$ cat config.mk
export PLATFORM = sky130hd
export DESIGN_NAME = lrt_front
export DESIGN_NICKNAME = d
export VERILOG_FILES = /design/src/lrt_pkg.sv /design/src/lrt_front.sv
export VERILOG_INCLUDE_DIRS = /design/src /design/src/src
export SDC_FILE = /design/constraint.sdc
export NUM_CORES = 1
export LEC_CHECK = 0
export ABC_CLOCK_PERIOD_IN_PS = 2400
export BUFFER_PORTS_ARGS = -buffer_cell sky130_fd_sc_hd__buf_2
export CAP_MARGIN = 20
export CORE_ASPECT_RATIO = 0.5
export CORE_MARGIN = 8
export CORE_UTILIZATION = 30
export DETAILED_ROUTE_END_ITERATION = 16
export SYNTH_ARGS = -nofsm -noshare
export SYNTH_HDL_FRONTEND = slang
export SYNTH_SLANG_ARGS = --single-unit
$ cat constraint.sdc
create_clock -name i_clk -period 2.4 [get_ports i_clk]
set_input_delay 0.12 -clock i_clk [delete_from_list [all_inputs] [get_ports i_clk]]
set_output_delay 0.12 -clock i_clk [all_outputs]
set_load 0.02 [all_outputs]
$ cat src/assert_macros.svh
// assertion macros shared by the longest run tracker modules
`ifndef ASSERT_MACROS_SVH
`define ASSERT_MACROS_SVH

// clocked check, masked while reset is asserted
`define LRT_ASSERT(lbl, clk, rst_n, prop) \
    lbl: assert property (@(posedge clk) disable iff (!rst_n) prop) \
        else $error("lrt check failed");

// clocked check with an extra mask condition on top of reset
`define LRT_ASSERT_IF(lbl, clk, rst_n, en, prop) \
    lbl: assert property (@(posedge clk) disable iff (!rst_n || !(en)) prop) \
        else $error("lrt check failed");

`endif

$ cat src/lrt_pkg.sv
// shared types and constants of the longest run tracker
package lrt_pkg;

    localparam int MAX_LENGTH_DEF = 1024;

    localparam int SYM_W = 8;
    localparam int POS_W = 10;
    localparam int LEN_W = 11;
    localparam int RUN_W = 11;

    localparam logic [RUN_W-1:0] RUN_MAX = '1;

    // command queue between front and back
    localparam int Q_DEPTH = 2;
    localparam int Q_PW    = 1;
    localparam int Q_CW    = 2;

    localparam logic KIND_LOAD   = 1'b0;
    localparam logic KIND_UPDATE = 1'b1;

    typedef struct packed {
        logic wr;    // position lies inside the active string
        logic rpt;   // update beat, a result is owed
    } t_cmd_flags;

    typedef enum logic [1:0] {
        ST_CLEAR,
        ST_IDLE,
        ST_SCAN,
        ST_DONE
    } t_back_state;

endpackage

$ cat src/lrt_front.sv
// front end: length register, beat classification and command queue
`include "assert_macros.svh"

module lrt_front
    import lrt_pkg::*;
#(
    parameter int MAX_LENGTH = MAX_LENGTH_DEF,
    localparam int AW = (MAX_LENGTH > 1) ? $clog2(MAX_LENGTH) : 1,
    localparam int LW = $clog2(MAX_LENGTH + 1)
) (
    input  logic              i_clk,
    input  logic              i_rst_n,
    input  logic              i_in_valid,
    output logic              o_in_ready,
    input  logic              i_kind,
    input  logic [POS_W-1:0]  i_position,
    input  logic [SYM_W-1:0]  i_symbol,
    input  logic              i_cfg_we,
    input  logic [LEN_W-1:0]  i_cfg_wdata,
    input  logic              i_clearing,
    output logic [LW-1:0]     o_eff_len,
    output logic              o_q_valid,
    input  logic              i_q_ready,
    output t_cmd_flags        o_q_flags,
    output logic [AW-1:0]     o_q_addr,
    output logic [SYM_W-1:0]  o_q_sym
);

    localparam int EW = (LW > LEN_W) ? LW : LEN_W;
    localparam int PW = (LW > POS_W) ? LW : POS_W;

    logic [LW-1:0]    r_eff_len;
    logic [LW-1:0]    n_eff_len;
    logic [EW-1:0]    cfg_ext;

    t_cmd_flags       r_q_flags [Q_DEPTH];
    logic [AW-1:0]    r_q_addr  [Q_DEPTH];
    logic [SYM_W-1:0] r_q_sym   [Q_DEPTH];
    logic [Q_PW-1:0]  r_wr_ptr;
    logic [Q_PW-1:0]  r_rd_ptr;
    logic [Q_CW-1:0]  r_count;
    logic [Q_CW-1:0]  n_count;

    logic [PW-1:0]    pos_ext;
    t_cmd_flags       in_flags;
    logic             push;
    logic             pop;

    // clamp the length once at write time
    always_comb begin
        cfg_ext = EW'(i_cfg_wdata);
        if (cfg_ext == '0) begin
            n_eff_len = LW'(1);
        end else if (cfg_ext > EW'(MAX_LENGTH)) begin
            n_eff_len = LW'(MAX_LENGTH);
        end else begin
            n_eff_len = cfg_ext[LW-1:0];
        end
    end

    always_ff @(posedge i_clk) begin
        if (!i_rst_n) begin
            r_eff_len <= LW'(1);
        end else if (i_cfg_we) begin
            r_eff_len <= n_eff_len;
        end
    end

    assign o_eff_len = r_eff_len;

    always_comb begin
        pos_ext      = PW'(i_position);
        in_flags.wr  = (pos_ext < PW'(r_eff_len));
        in_flags.rpt = (i_kind == KIND_UPDATE);
    end

    assign o_in_ready = (r_count != Q_CW'(Q_DEPTH)) && !i_clearing;
    assign push       = i_in_valid && o_in_ready;
    assign o_q_valid  = (r_count != '0);
    assign pop        = o_q_valid && i_q_ready;

    assign o_q_flags = r_q_flags[r_rd_ptr];
    assign o_q_addr  = r_q_addr[r_rd_ptr];
    assign o_q_sym   = r_q_sym[r_rd_ptr];

    always_comb begin
        case ({push, pop})
            2'b10:   n_count = r_count + Q_CW'(1);
            2'b01:   n_count = r_count - Q_CW'(1);
            default: n_count = r_count;
        endcase
    end

    always_ff @(posedge i_clk) begin
        if (!i_rst_n) begin
            r_wr_ptr <= '0;
            r_rd_ptr <= '0;
            r_count  <= '0;
        end else begin
            if (push) begin
                r_wr_ptr <= r_wr_ptr + Q_PW'(1);
            end
            if (pop) begin
                r_rd_ptr <= r_rd_ptr + Q_PW'(1);
            end
            r_count <= n_count;
        end
    end

    always_ff @(posedge i_clk) begin
        if (push) begin
            r_q_flags[r_wr_ptr] <= in_flags;
            r_q_addr[r_wr_ptr]  <= pos_ext[AW-1:0];
            r_q_sym[r_wr_ptr]   <= i_symbol;
        end
    end

    `LRT_ASSERT(a_q_no_overflow, i_clk, i_rst_n, r_count <= Q_CW'(Q_DEPTH))
    `LRT_ASSERT(a_q_empty_in_clear, i_clk, i_rst_n, i_clearing |-> (r_count == '0))

endmodule

After elaboration in Yosys (flattened, before gate mapping)

Memories as Yosys holds them, arrays and structs flattened. A register that Yosys moved wholly into a read port is not among the register bits.
Index checks and enable logic that the tools add are counted.

Register bits after elaboration: 15
RAM bits: 40
Bits of input ports: 36
Output and inout bits: 33
Word-level logic and storage cells: 34
Memories kept: 3

$add $sub $neg: 4
Magnitude comparators: 2
Equality and inequality tests: 3
Muxes and demuxes: 11
Reduce and logical (&&, ||, !) cells: 7

Memories:

| memory    | words | width | read ports | clocked after memory_dff | wr ports | RTL line        | RTL |
|---|---|---|---|---|---|---|---|
| r_q_addr  | 2     | 10    | 1          | 1                        | 1        | lrt_front.sv:37 | `logic [AW-1:0] r_q_addr [Q_DEPTH];` |
| r_q_sym   | 2     | 8     | 1          | 1                        | 1        | lrt_front.sv:38 | `logic [SYM_W-1:0] r_q_sym [Q_DEPTH];` |
| r_q_flags | 2     | 2     | 1          | 1                        | 1        | lrt_front.sv:36 | `t_cmd_flags r_q_flags [Q_DEPTH];` |

Operator list:

| kind                                                   | number |
|---|---|
| 2-to-1 mux 11 bit                                      | 2 |
| greater-than comparator 11 bit (second input constant) | 1 |
| logical NOT 11 bit                                     | 1 |
| less-than comparator 10 x 11 -> 1 bit                  | 1 |
| 2-to-1 mux 1 bit                                       | 8 |
| case mux 2 bit (2 select lines)                        | 1 |
| nonzero test 2 bit                                     | 2 |
| logical AND 1 bit                                      | 3 |
| adder 1 bit (second input constant)                    | 2 |
| adder 2 x 1 -> 2 bit (second input constant)           | 1 |
| equality test 2 x 1 -> 1 bit (second input constant)   | 1 |
| equality test 2 bit (second input constant)            | 1 |
| inequality test 2 bit (second input constant)          | 1 |
| subtractor 2 x 1 -> 2 bit (second input constant)      | 1 |
| logical NOT 1 bit                                      | 1 |

Longest topological paths before layout

Gate-level depths: netlist of run 1.

Depth in word-level cells: 5
Gate-level depth with buffers: 6
Depth with buffers taken out: 6

Worst setup path after synthesis of run 1

Ideal clock, no wire load.

Path kind: reg-to-reg
Start point: register r_count[0]
End point: memory r_q_addr[0][0] (netlist name), enable pin
Library setup time: 398 ps
Arrival time: 1,424 ps
Setup slack: 578 ps
Stages on the path, launching flop included: 3
Period minus slack after synthesis: 1,822 ps
Cells stage by stage: dfxtp_1 -> o211ai_1 -> nor2_1

Longest elaborated chain between the ends: 5

Ends and longest elaborated chain:

| item                                   | RTL line         | RTL |
|---|---|---|
| start, declared                        | lrt_front.sv:41  | `logic [Q_CW-1:0] r_count;` |
| start signal, assigned                 | lrt_front.sv:106 | `r_count <= n_count;` |
| inequality test 2 bit                  | lrt_front.sv:77  | `assign o_in_ready = (r_count != Q_CW'(Q_DEPTH)) && !i_clearing;` |
| logical AND 1 bit                      | lrt_front.sv:77  |  |
| logical AND 1 bit                      | lrt_front.sv:78  | `assign push = i_in_valid && o_in_ready;` |
| 2-to-1 mux 1 bit                       | lrt_front.sv:111 | `if (push) begin` |
| 2-to-1 mux 1 bit (implied by the code) | lrt_front.sv:113 | `r_q_addr[r_wr_ptr] <= pos_ext[AW-1:0];` |
| end, declared                          | lrt_front.sv:37  |  |

Every way passes these cells.

Worst setup path after layout of run 1

Start point: register r_count[0]
End point: register r_count[1]

RTL lines:

| item                                                                  | RTL line        | RTL |
|---|---|---|
| nonzero test 2 bit *                                                  | lrt_front.sv:79 | `assign o_q_valid = (r_count != '0);` |
| logical AND 1 bit *                                                   | lrt_front.sv:80 | `assign pop = o_q_valid && i_q_ready;` |
| named net pop                                                         | lrt_front.sv:47 | `logic pop;` |
| equality test 2 x 1 -> 1 bit or equality test 2 bit (tied branches)   | lrt_front.sv:87 | `case ({push, pop})` |
| case mux 2 bit (2 select lines) or nonzero test 2 bit (tied branches) | -               |  |

Mark *: on every way through the listed nets, which the timed path passes. The rest lies on a longest branch.
A chain may end at the register's enable or synchronous reset.

==> impl_metrics.json, run 1 <==
{
  "layout.nets": 287,
  "routed_via_density": 4.53,
  "finalHoldViolCount": 0,
  "timing.max_slew.rel_slack": 0.771,
  "yosysUniqueCellTypes": 31,
  "clock_latency_ps": 280,
  "num_vias": 1525,
  "ys_seq_elements": 56,
  "final_number_of_max_transition_violations": 0,
  "tightestPinTransition_ps": 341,
  "cp-end-kind": "flop",
  "power.share.switching": 0.285,
  "synth.yosys.seq_area_share": 0.650,
  "p_seq_frac": 0.459,
  "power.density_nw_per_um2": 858,
  "fp.dieW_um": 141,
  "maxClockFrequency_ghz": 0.588,
  "drc": 0,
  "drtAntennaViolNets": 0,
  "final_core_util": 0.395,
  "maxCapViolCount": 0,
  "clock_skew_ps": 3.12,
  "holdBufCountCts": 0,
  "grt_pass1_vias": 1590,
  "synthesis.nets": 215,
  "fin_crit_ps": 1700,
  "floorplan.initialDensity": 0.315,
  "core_box_area_um2": 7430,
  "leakage_nw": 1.17,
  "netlist.top_cell.by_area": "edfxtp_1",
  "rsz_0062_raised_after_global_routing": "no",
  "tritoncts": "built",
  "grt_antenna_before_repair": 0,
  "clk_path_buf_depth": 2,
  "gpl_wtd_cong": 0.779,
  "setup_violations": 0,
  "grt_start_max_net_pins": 22,
  "clock_tree.htree_level_count": 2,
  "fillers": 725,
  "yosysTopAreaCellShare": 0.513,
  "mean_instance_size_in_the_synthesized_netlist_um2": 13.8,
  "fin_tns_setup_ps": 0,
  "grt_pass1_wl_um": 8000,
  "root_buffer": "clkbuf_16",
  "cts_inserted_buffers": 5,
  "signal_arrival_time_at_the_worst_endpoint_ps": 1920,
  "mappedNetlistArea_um2": 2340,
  "detailedRoute.firstIterationViolations": 45,
  "worstSetupStartpointType": "flop",
  "internal-power_mw": 1.80,
  "drt_first_pass_iters": 4,
  "area_growth_synth_to_finish_pct": 25.3,
  "diodes": 0,
  "global_route.usage.total": 0.0896,
  "ratio_of_cells_with_drive_above_1_in_the_final_layout": 0.415,
  "io_pins": 69,
  "number_of_warnings_printed_during_yosys_synthesis": 0,
  "ff_latch_area_um2": 1520,
  "wirelength_um": 5040,
  "clkPwrFrac": 0.269,
  "cts.sink_count": 56,
  "final_min_period_over_clock_period": 0.708,
  "multiInputGateArea_um2": 753,
  "placement_rows": 22,
  "postcts_setup_bufs": 0,
  "timing.critical_path.fanout_max": 5,
  "wirelength_per_cell_um": 15.0,
  "clk_pin_slew_ps": 70,
  "postSynthCellCount": 169,
  "min_path_type": "input port to flop",
  "dp_hpwl_um": 3830,
  "power.net_switching_uw": 717,
  "peakVddDrop_uv": 287,
  "die_footprint_um2": 11100,
  "run_status": "finished, final reports clean",
  "critical_path_required_ps": 2620,
  "postCtsResizedCells": 0,
  "buffer_ports.inserted": 68,
  "grt_remaining_overflow": 0,
  "combinationalPowerShare": 0.272,
  "netlist_top_cells_area": "edfxtp_1 51%, dfxtp_1 14%, mux2_2 9.6%, ha_1 5.3%, and2_1 2.9%",
  "critPathKind": "flop to flop",
  "die_height_um": 78.4
}
[final timing paths]
check                                     end        start  slack, ps  depth (start not counted)
worst max-delay path               r_count[1]   r_count[0]        700                          5
worst min-delay path            r_q_sym[1][5]  i_symbol[5]         20                          1
worst max register to register     r_count[1]   r_count[0]        700                          5
worst min register to register     r_count[1]   r_count[1]        510                          2
[sequential cells by signal (all words and copies together), names as in the netlist, named ones only]
name and cells:
o_eff_len 11, r_q_sym 16, r_count 2, r_q_flags 4, r_rd_ptr 1, r_q_addr 20
r_wr_ptr 1
[cells in the final DEF, fill, tap and decap left out, drive strengths merged]
cell type / synthesis / final
nand2: 9 / 9
ha: 10 / 10
edfxtp: 40 / 40
mux2i: 1 / 1
buf: 3 / 71
a21o: 3 / 3
inv: 11 / 11
nor2b: 3 / 3
nor2: 3 / 3
clkinv: 0 / 1
clkbuf: 3 / 6
o22ai: 8 / 8
a21boi: 1 / 1
or3: 1 / 1
nand3b: 1 / 1
o21ai: 5 / 5
o21a: 3 / 3
dfxtp: 16 / 16
xnor2: 3 / 3
or2: 1 / 1
o211ai: 1 / 1
a21oi: 2 / 2
nor3: 1 / 1
and2: 12 / 12
mux2: 20 / 20
nor4: 1 / 1
and3: 1 / 1
nand2b: 1 / 1
and4b: 1 / 1
nand3: 1 / 1
a31oi: 3 / 3
[logic make-up after synthesis]
group	after synthesis	share of synthesized area
DFF	56	0.650
xor gates and xnor gates	3	0.0112
buffers and inverters	17	0.0289
AOI/OAI and AO/OA	26	0.0701
muxes	21	0.101
and+or+nand+nor	36	0.0856
adders and majority gates	10	0.0535
[worst max-delay path: stages (launching register included)]
cell	delay [ps]
dfxtp_1	360
or2_2	310
and2_4	170
ha_1	300
or3_1	360
a21boi_1	140
[Yosys cell counts (all sizes together)]
master,n
nand3,1
clkbuf,3
nor2b,3
or3,1
and3,1
o211ai,1
a21oi,2
o22ai,8
a31oi,3
nor2,3
o21a,3
o21ai,5
nor3,1
edfxtp,40
and4b,1
nand3b,1
a21o,3
dfxtp,16
buf,3
a21boi,1
ha,10
or2,1
mux2,20
nand2,9
nand2b,1
xnor2,3
nor4,1
and2,12
mux2i,1
inv,11
[cell type report]
class	count	share of cell area
clock buffer	6	0.0439
clock inverter	1	0.00171
inverter	11	0.0141
multi-input combinational	96	0.257
sequential	56	0.519
tap	96	0.0410
timing repair buffer	71	0.124
[power by group through the flow]
stage / Clock [mW] / Combinational, mW / Sequential [mW]
finish: 0.677 / 0.684 / 1.16
global placement: 0 / 0.682 / 1.17
CTS: 0.701 / 0.702 / 1.16
detailed placement: 0 / 0.699 / 1.18
floorplan: 0 / 0.470 / 1.18
global route: 0.733 / 0.741 / 1.16
[metal layers]
metal | vias to the layer above | global-route usage | share of wire
li1 | 760 | - | -
met5 | - | 0 | 0
met3 | 5 | 0.0320 | 0.051
met1 | 740 | 0.0927 | 0.42
met4 | 0 | 0.0287 | 0.011
met2 | 20 | 0.169 | 0.52
[through the flow]
stage	instance area [um^2]	setup WS (ps)	instances	hold WS [ps]	total power [mW]
after global routing	2930	642	337	14.8	2.64
after CTS	2930	686	337	13.0	2.56
after global placement	2800	777	330	309	1.85
after floorplan	2340	578	169	219	1.65
final	2930	701	337	21.1	2.52
after detailed placement	2800	705	330	313	1.88
(Power assumes the default switching activity.)
==> run 2: changes to the inputs <==
--- a/config.mk
+++ b/config.mk
@@ -6,7 +6,7 @@
 export SDC_FILE = /design/constraint.sdc
 export NUM_CORES = 1
 export LEC_CHECK = 0
-export ABC_CLOCK_PERIOD_IN_PS = 2400
+export ABC_CLOCK_PERIOD_IN_PS = 1750
 export BUFFER_PORTS_ARGS = -buffer_cell sky130_fd_sc_hd__buf_2
 export CAP_MARGIN = 20
 export CORE_ASPECT_RATIO = 0.5
==> constraint.sdc (replaced) <==
create_clock -name i_clk -period 1.75 [get_ports i_clk]
set_input_delay 0.0875 -clock i_clk [delete_from_list [all_inputs] [get_ports i_clk]]
set_output_delay 0.0875 -clock i_clk [all_outputs]
set_load 0.02 [all_outputs]
==> run 2 against run 1 <==
Net effect:
- non-clock buffer count increased by 11
- setup slack worse by 620 ps
- final area grew 4.7%
- critical path depth unchanged
- hold slack got worse by 9.4 ps
- via count up 1.0%
==> impl_metrics.json, run 2 (same netlist as run 1, synthesis figures left out) <==
{
  "run_status": "finished, final reports clean",
  "critPathKind": "flop to flop",
  "clk_pin_slew_ps": 70,
  "buffer_ports.inserted": 68,
  "min_path_type": "input port to flop",
  "cts_inserted_buffers": 5,
  "rsz_0062_raised_after_global_routing": "no",
  "worstRegToRegCells": 5,
  "layout.nets": 298,
  "cp-end-kind": "flop",
  "tritoncts": "built",
  "num_vias": 1541,
  "critical_path_required_ps": 1970,
  "die_height_um": 78.4,
  "final_number_of_max_transition_violations": 0,
  "fin_hold_ws_ps": 11.6,
  "place.detailed.instances": 331,
  "setup_violations": 0,
  "gpl_wtd_cong": 0.785,
  "setup.worst_path.start": "r_count[1]",
  "clock_skew_ps": 4.90,
  "final_min_period_over_clock_period": 0.952,
  "routed_via_density": 4.43,
  "placedInstanceArea_um2": 2820,
  "maxCapViolCount": 0,
  "global_route.usage.total": 0.0938,
  "die_footprint_um2": 11100,
  "grt_antenna_before_repair": 0,
  "cts.sink_count": 56,
  "clock_latency_ps": 280,
  "final_cells": 348,
  "tightestPinTransition_ps": 355,
  "p_seq_frac": 0.437,
  "timing.critical_path.cells": "or2_2, and2_4, ha_1, or3_1, a21boi_1",
  "leakage_nw": 1.23,
  "drc": 0,
  "internal-power_mw": 2.58,
  "io_pins": 69,
  "clock_tree.htree_level_count": 2,
  "ratio_of_cells_with_drive_above_1_in_the_final_layout": 0.405,
  "drtAntennaViolNets": 0,
  "power.net_switching_mw": 1.02,
  "core_box_area_um2": 7430,
  "fin_tns_setup_ps": 0,
  "clk_path_buf_depth": 2,
  "area_growth_synth_to_finish_pct": 31.3,
  "grt_pass1_wl_um": 8290,
  "timing.max_slew.rel_slack": 0.761,
  "maxClockFrequency_ghz": 0.600,
  "clkPwrFrac": 0.286,
  "final_common_cell": "buf_2",
  "worst_hold_startpoint": "i_position[6]",
  "final_core_util": 0.413,
  "signal_arrival_time_at_the_worst_endpoint_ps": 1890,
  "final_cell_mix": "68 x buf_2, 40 x edfxtp_1, 20 x mux2_2, 16 x dfxtp_1",
  "grt_remaining_overflow": 0,
  "setup_slack_ps": 84.4,
  "wirelength_um": 5210,
  "preCtsSetupSlack_ps": 108,
  "worst-path-stages": 5,
  "fin_crit_ps": 1670,
  "worstReg2RegStart": "r_count[1]",
  "postCtsResizedCells": 0,
  "peakVddDrop_uv": 351,
  "holdBufCountCts": 10,
  "detailedRoute.firstIterationViolations": 42,
  "cp_top_delay_family": "simple AND/OR/NAND/NOR gates",
  "power.share.switching": 0.282,
  "fin_area_um2": 3070,
  "fp.dieW_um": 141,
  "timing.critical_path.fanout_max": 4,
  "drt_first_pass_iters": 4,
  "placement_rows": 22,
  "postcts_setup_bufs": 0,
  "wirelength_per_cell_um": 15.0,
  "worst-path-buf-inv": 0,
  "largest_register_ff_count": 20,
  "hold-path-cell-count": 1,
  "worstSetupStartpointType": "flop",
  "grt_start_max_net_pins": 22,
  "finalHoldViolCount": 0,
  "floorplan.initialDensity": 0.315,
  "final_total_pwr_mw": 3.60,
  "combinationalPowerShare": 0.277,
  "root_buffer": "clkbuf_16",
  "worst_path_max_delay_cell": "or3_1",
  "grt_pass1_vias": 1607,
  "dp_hpwl_um": 3870,
  "power.density_nw_per_um2": 1170,
  "critPathMaxStageDelay_ps": 350,
  "diodes": 0,
  "registers.top_by_ff_count": "r_q_addr"
}
## run 2: final cells by class
class,count,area (um^2)
Clock buffer,7,153
Timing Repair Buffer,82,483
Fill cell,695,4360
Inverter,11,41.3
Sequential cell,56,1520
Multi-Input combinational cell,96,753
Tap cell,96,120
## run 2: power groups by stage
stage               sequential (mW)  combinational [mW]  clock (mW)
floorplan                      1.62               0.645           0
global placement               1.59               0.971           0
detailed placement             1.60               0.996           0
CTS                            1.57                1.02        1.05
global route                   1.58                1.09        1.10
finish                         1.57               0.995        1.03
## run 2: layer usage
metal  track usage  vias to the layer above  part of all wire
li1              -                      778                 -
met3        0.0344                        2             0.055
met4        0.0319                        0            0.0079
met1         0.101                      732              0.43
met2         0.169                       29              0.51
met5             0                        -                 0
## run 2: worst paths after layout
kind                    endpoint  slack [ps]
setup / recovery      r_count[1]          80
hold / removal    r_q_addr[1][6]          10
setup reg to reg      r_count[1]          80
hold reg to reg       r_count[1]         520
==> run 3: changes to the inputs <==
==> constraint.sdc (replaced) <==
create_clock -name i_clk -period 1.75 [get_ports i_clk]
set_input_delay 0.0875 -clock i_clk [delete_from_list [all_inputs] [get_ports i_clk]]
set_output_delay 0.0875 -clock i_clk [all_outputs]
set_load 0.05 [all_outputs]
==> run 3 against run 2 <==
Net effect:
- die area is the same
- combinational power grew 34%
- clock skew grew 0.51 ps
- critical endpoint unchanged
- register-to-register slack gained 20 ps
- global-route usage grew 0.066 points
- highest routed layer unchanged
==> impl_metrics.json, run 3 (same netlist as run 1, synthesis figures left out) <==
{
  "final_total_pwr_mw": 3.96,
  "critical_path_required_ps": 1970,
  "postCtsResizedCells": 0,
  "p_seq_frac": 0.401,
  "rsz_0062_raised_after_global_routing": "no",
  "global_route.usage.total": 0.0945,
  "largest_register_ff_count": 20,
  "combinationalPowerShare": 0.337,
  "grt_remaining_overflow": 0,
  "root_buffer": "clkbuf_16",
  "buffer_ports.inserted": 68,
  "fp.dieW_um": 141,
  "floorplan.initialDensity": 0.315,
  "setup_violations": 0,
  "finalHoldViolCount": 0,
  "tightestPinTransition_ps": 350,
  "timing.critical_path.cells": "or2_4, and2_4, ha_1, or3_1, a21boi_1",
  "dp_hpwl_um": 3810,
  "grt_pass1_vias": 1669,
  "final_cell_mix": "68 x buf_2, 40 x edfxtp_1, 20 x mux2_2, 16 x dfxtp_1",
  "core_box_area_um2": 7430,
  "tritoncts": "built",
  "placement_rows": 22,
  "drt_first_pass_iters": 4,
  "peakVddDrop_uv": 518,
  "maxCapViolCount": 0,
  "grt_pass1_wl_um": 8210,
  "detailedRoute.firstIterationViolations": 52,
  "ratio_of_cells_with_drive_above_1_in_the_final_layout": 0.405,
  "clkPwrFrac": 0.263,
  "registers.top_by_ff_count": "r_q_addr",
  "signal_arrival_time_at_the_worst_endpoint_ps": 1860,
  "power.net_switching_mw": 1.37,
  "fin_tns_setup_ps": 0,
  "clk_pin_slew_ps": 70,
  "final_common_cell": "buf_2",
  "min_path_type": "input port to flop",
  "io_pins": 69,
  "clock_skew_ps": 5.41,
  "worst_path_max_delay_cell": "dfxtp_1",
  "power.density_nw_per_um2": 1290,
  "drc": 0,
  "drtAntennaViolNets": 0,
  "clk_path_buf_depth": 2,
  "cp-end-kind": "flop",
  "fillers": 702,
  "routed_via_density": 4.47,
  "preCtsSetupSlack_ps": 114,
  "setup_slack_ps": 108,
  "num_vias": 1554,
  "leakage_nw": 1.23,
  "worstSetupStartpointType": "flop",
  "run_status": "finished, final reports clean",
  "critPathMaxStageDelay_ps": 360,
  "layout.nets": 297,
  "grt_antenna_before_repair": 0,
  "grt_start_max_net_pins": 22,
  "power.share.switching": 0.346,
  "clock_latency_ps": 280,
  "gpl_wtd_cong": 0.778,
  "timing.critical_path.fanout_max": 5,
  "die_footprint_um2": 11100,
  "final_min_period_over_clock_period": 0.938,
  "diodes": 0,
  "die_height_um": 78.4,
  "internal-power_mw": 2.59,
  "timing.max_slew.rel_slack": 0.764,
  "fin_crit_ps": 1640,
  "cts_inserted_buffers": 5,
  "maxClockFrequency_ghz": 0.609,
  "cts.sink_count": 56,
  "final_number_of_max_transition_violations": 0,
  "wirelength_per_cell_um": 14.8,
  "critPathKind": "flop to flop",
  "clock_tree.htree_level_count": 2,
  "area_growth_synth_to_finish_pct": 31.6,
  "wirelength_um": 5150
}
==> run 3: cell types whose count changed in the layout (fill, tap and decap cells not counted) <==
cell,change
clkbuf_16,+1
and3_2,+1
or2_4,+1
clkinv_4,+1
clkinv_1,+1
buf_4,-1
and3_1,-1
or2_2,-1
clkbuf_8,-2
==> run 3: through the flow <==
step	cell area, um^2	instances	util	hold slack (ps)
after floorplan	2350	169	-	186
after detailed placement	2820	330	0.379	281
after global routing	3080	348	0.414	2.08
after global placement	2820	330	0.379	276
final	3080	348	0.414	6.61
after CTS	3080	348	0.414	1.37
==> run 3: what timing repair did <==
| item | 4_1_cts | 5_1_grt |
|---|---|---|
| buffers inserted | 0 | 0 |
| endpoints found under the setup margin | 0 | 0 |
| hold buffers | 10 | 0 |
| endpoints found under the hold margin | 20 | 0 |
==> run 3: per-layer routing <==
metal	up-vias	global-route usage	wire, um
met5	-	0	0
met4	0	0.0362	85
met3	6	0.0314	234
met2	23	0.184	2820
met1	746	0.0921	2010
li1	779	-	-
==> run 3: worst paths after layout <==
path | from | endpoint | slack (ps) | cells after the start
setup / recovery | r_count[0] | r_count[1] | 110 | 5
hold / removal | i_position[8] | r_q_addr[1][8] | 7 | 1
setup reg to reg | r_count[0] | r_count[1] | 110 | 5
hold reg to reg | r_count[1] | r_count[1] | 510 | 2
==> run 3: power by group through the flow <==
stage | Sequential, mW | Combinational (mW) | Clock, mW
finish | 1.59 | 1.33 | 1.04
global route | 1.60 | 1.42 | 1.13
CTS | 1.59 | 1.36 | 1.08
detailed placement | 1.62 | 1.34 | 0
global placement | 1.61 | 1.31 | 0
floorplan | 1.64 | 0.985 | 0
==> run 3: critical path, delay by kind of cell (launching register included) <==
| kind | cells | cell delay [ps] |
|---|---|---|
| simple gates | 3 | 760 |
| flops | 1 | 360 |
| fa+ha+maj | 1 | 310 |
| compound gates | 1 | 140 |
==> run 3: area by class of cell <==
| cell class | instances | area [um^2] | share of cell area |
|---|---|---|---|
| inverter | 11 | 41.3 | 0.0134 |
| multi-input combinational | 96 | 757 | 0.246 |
| clock buffer | 6 | 150 | 0.0488 |
| clock inverter | 2 | 12.5 | 0.00407 |
| sequential | 56 | 1520 | 0.494 |
| timing repair buffer | 81 | 475 | 0.154 |
| tap | 96 | 120 | 0.0390 |
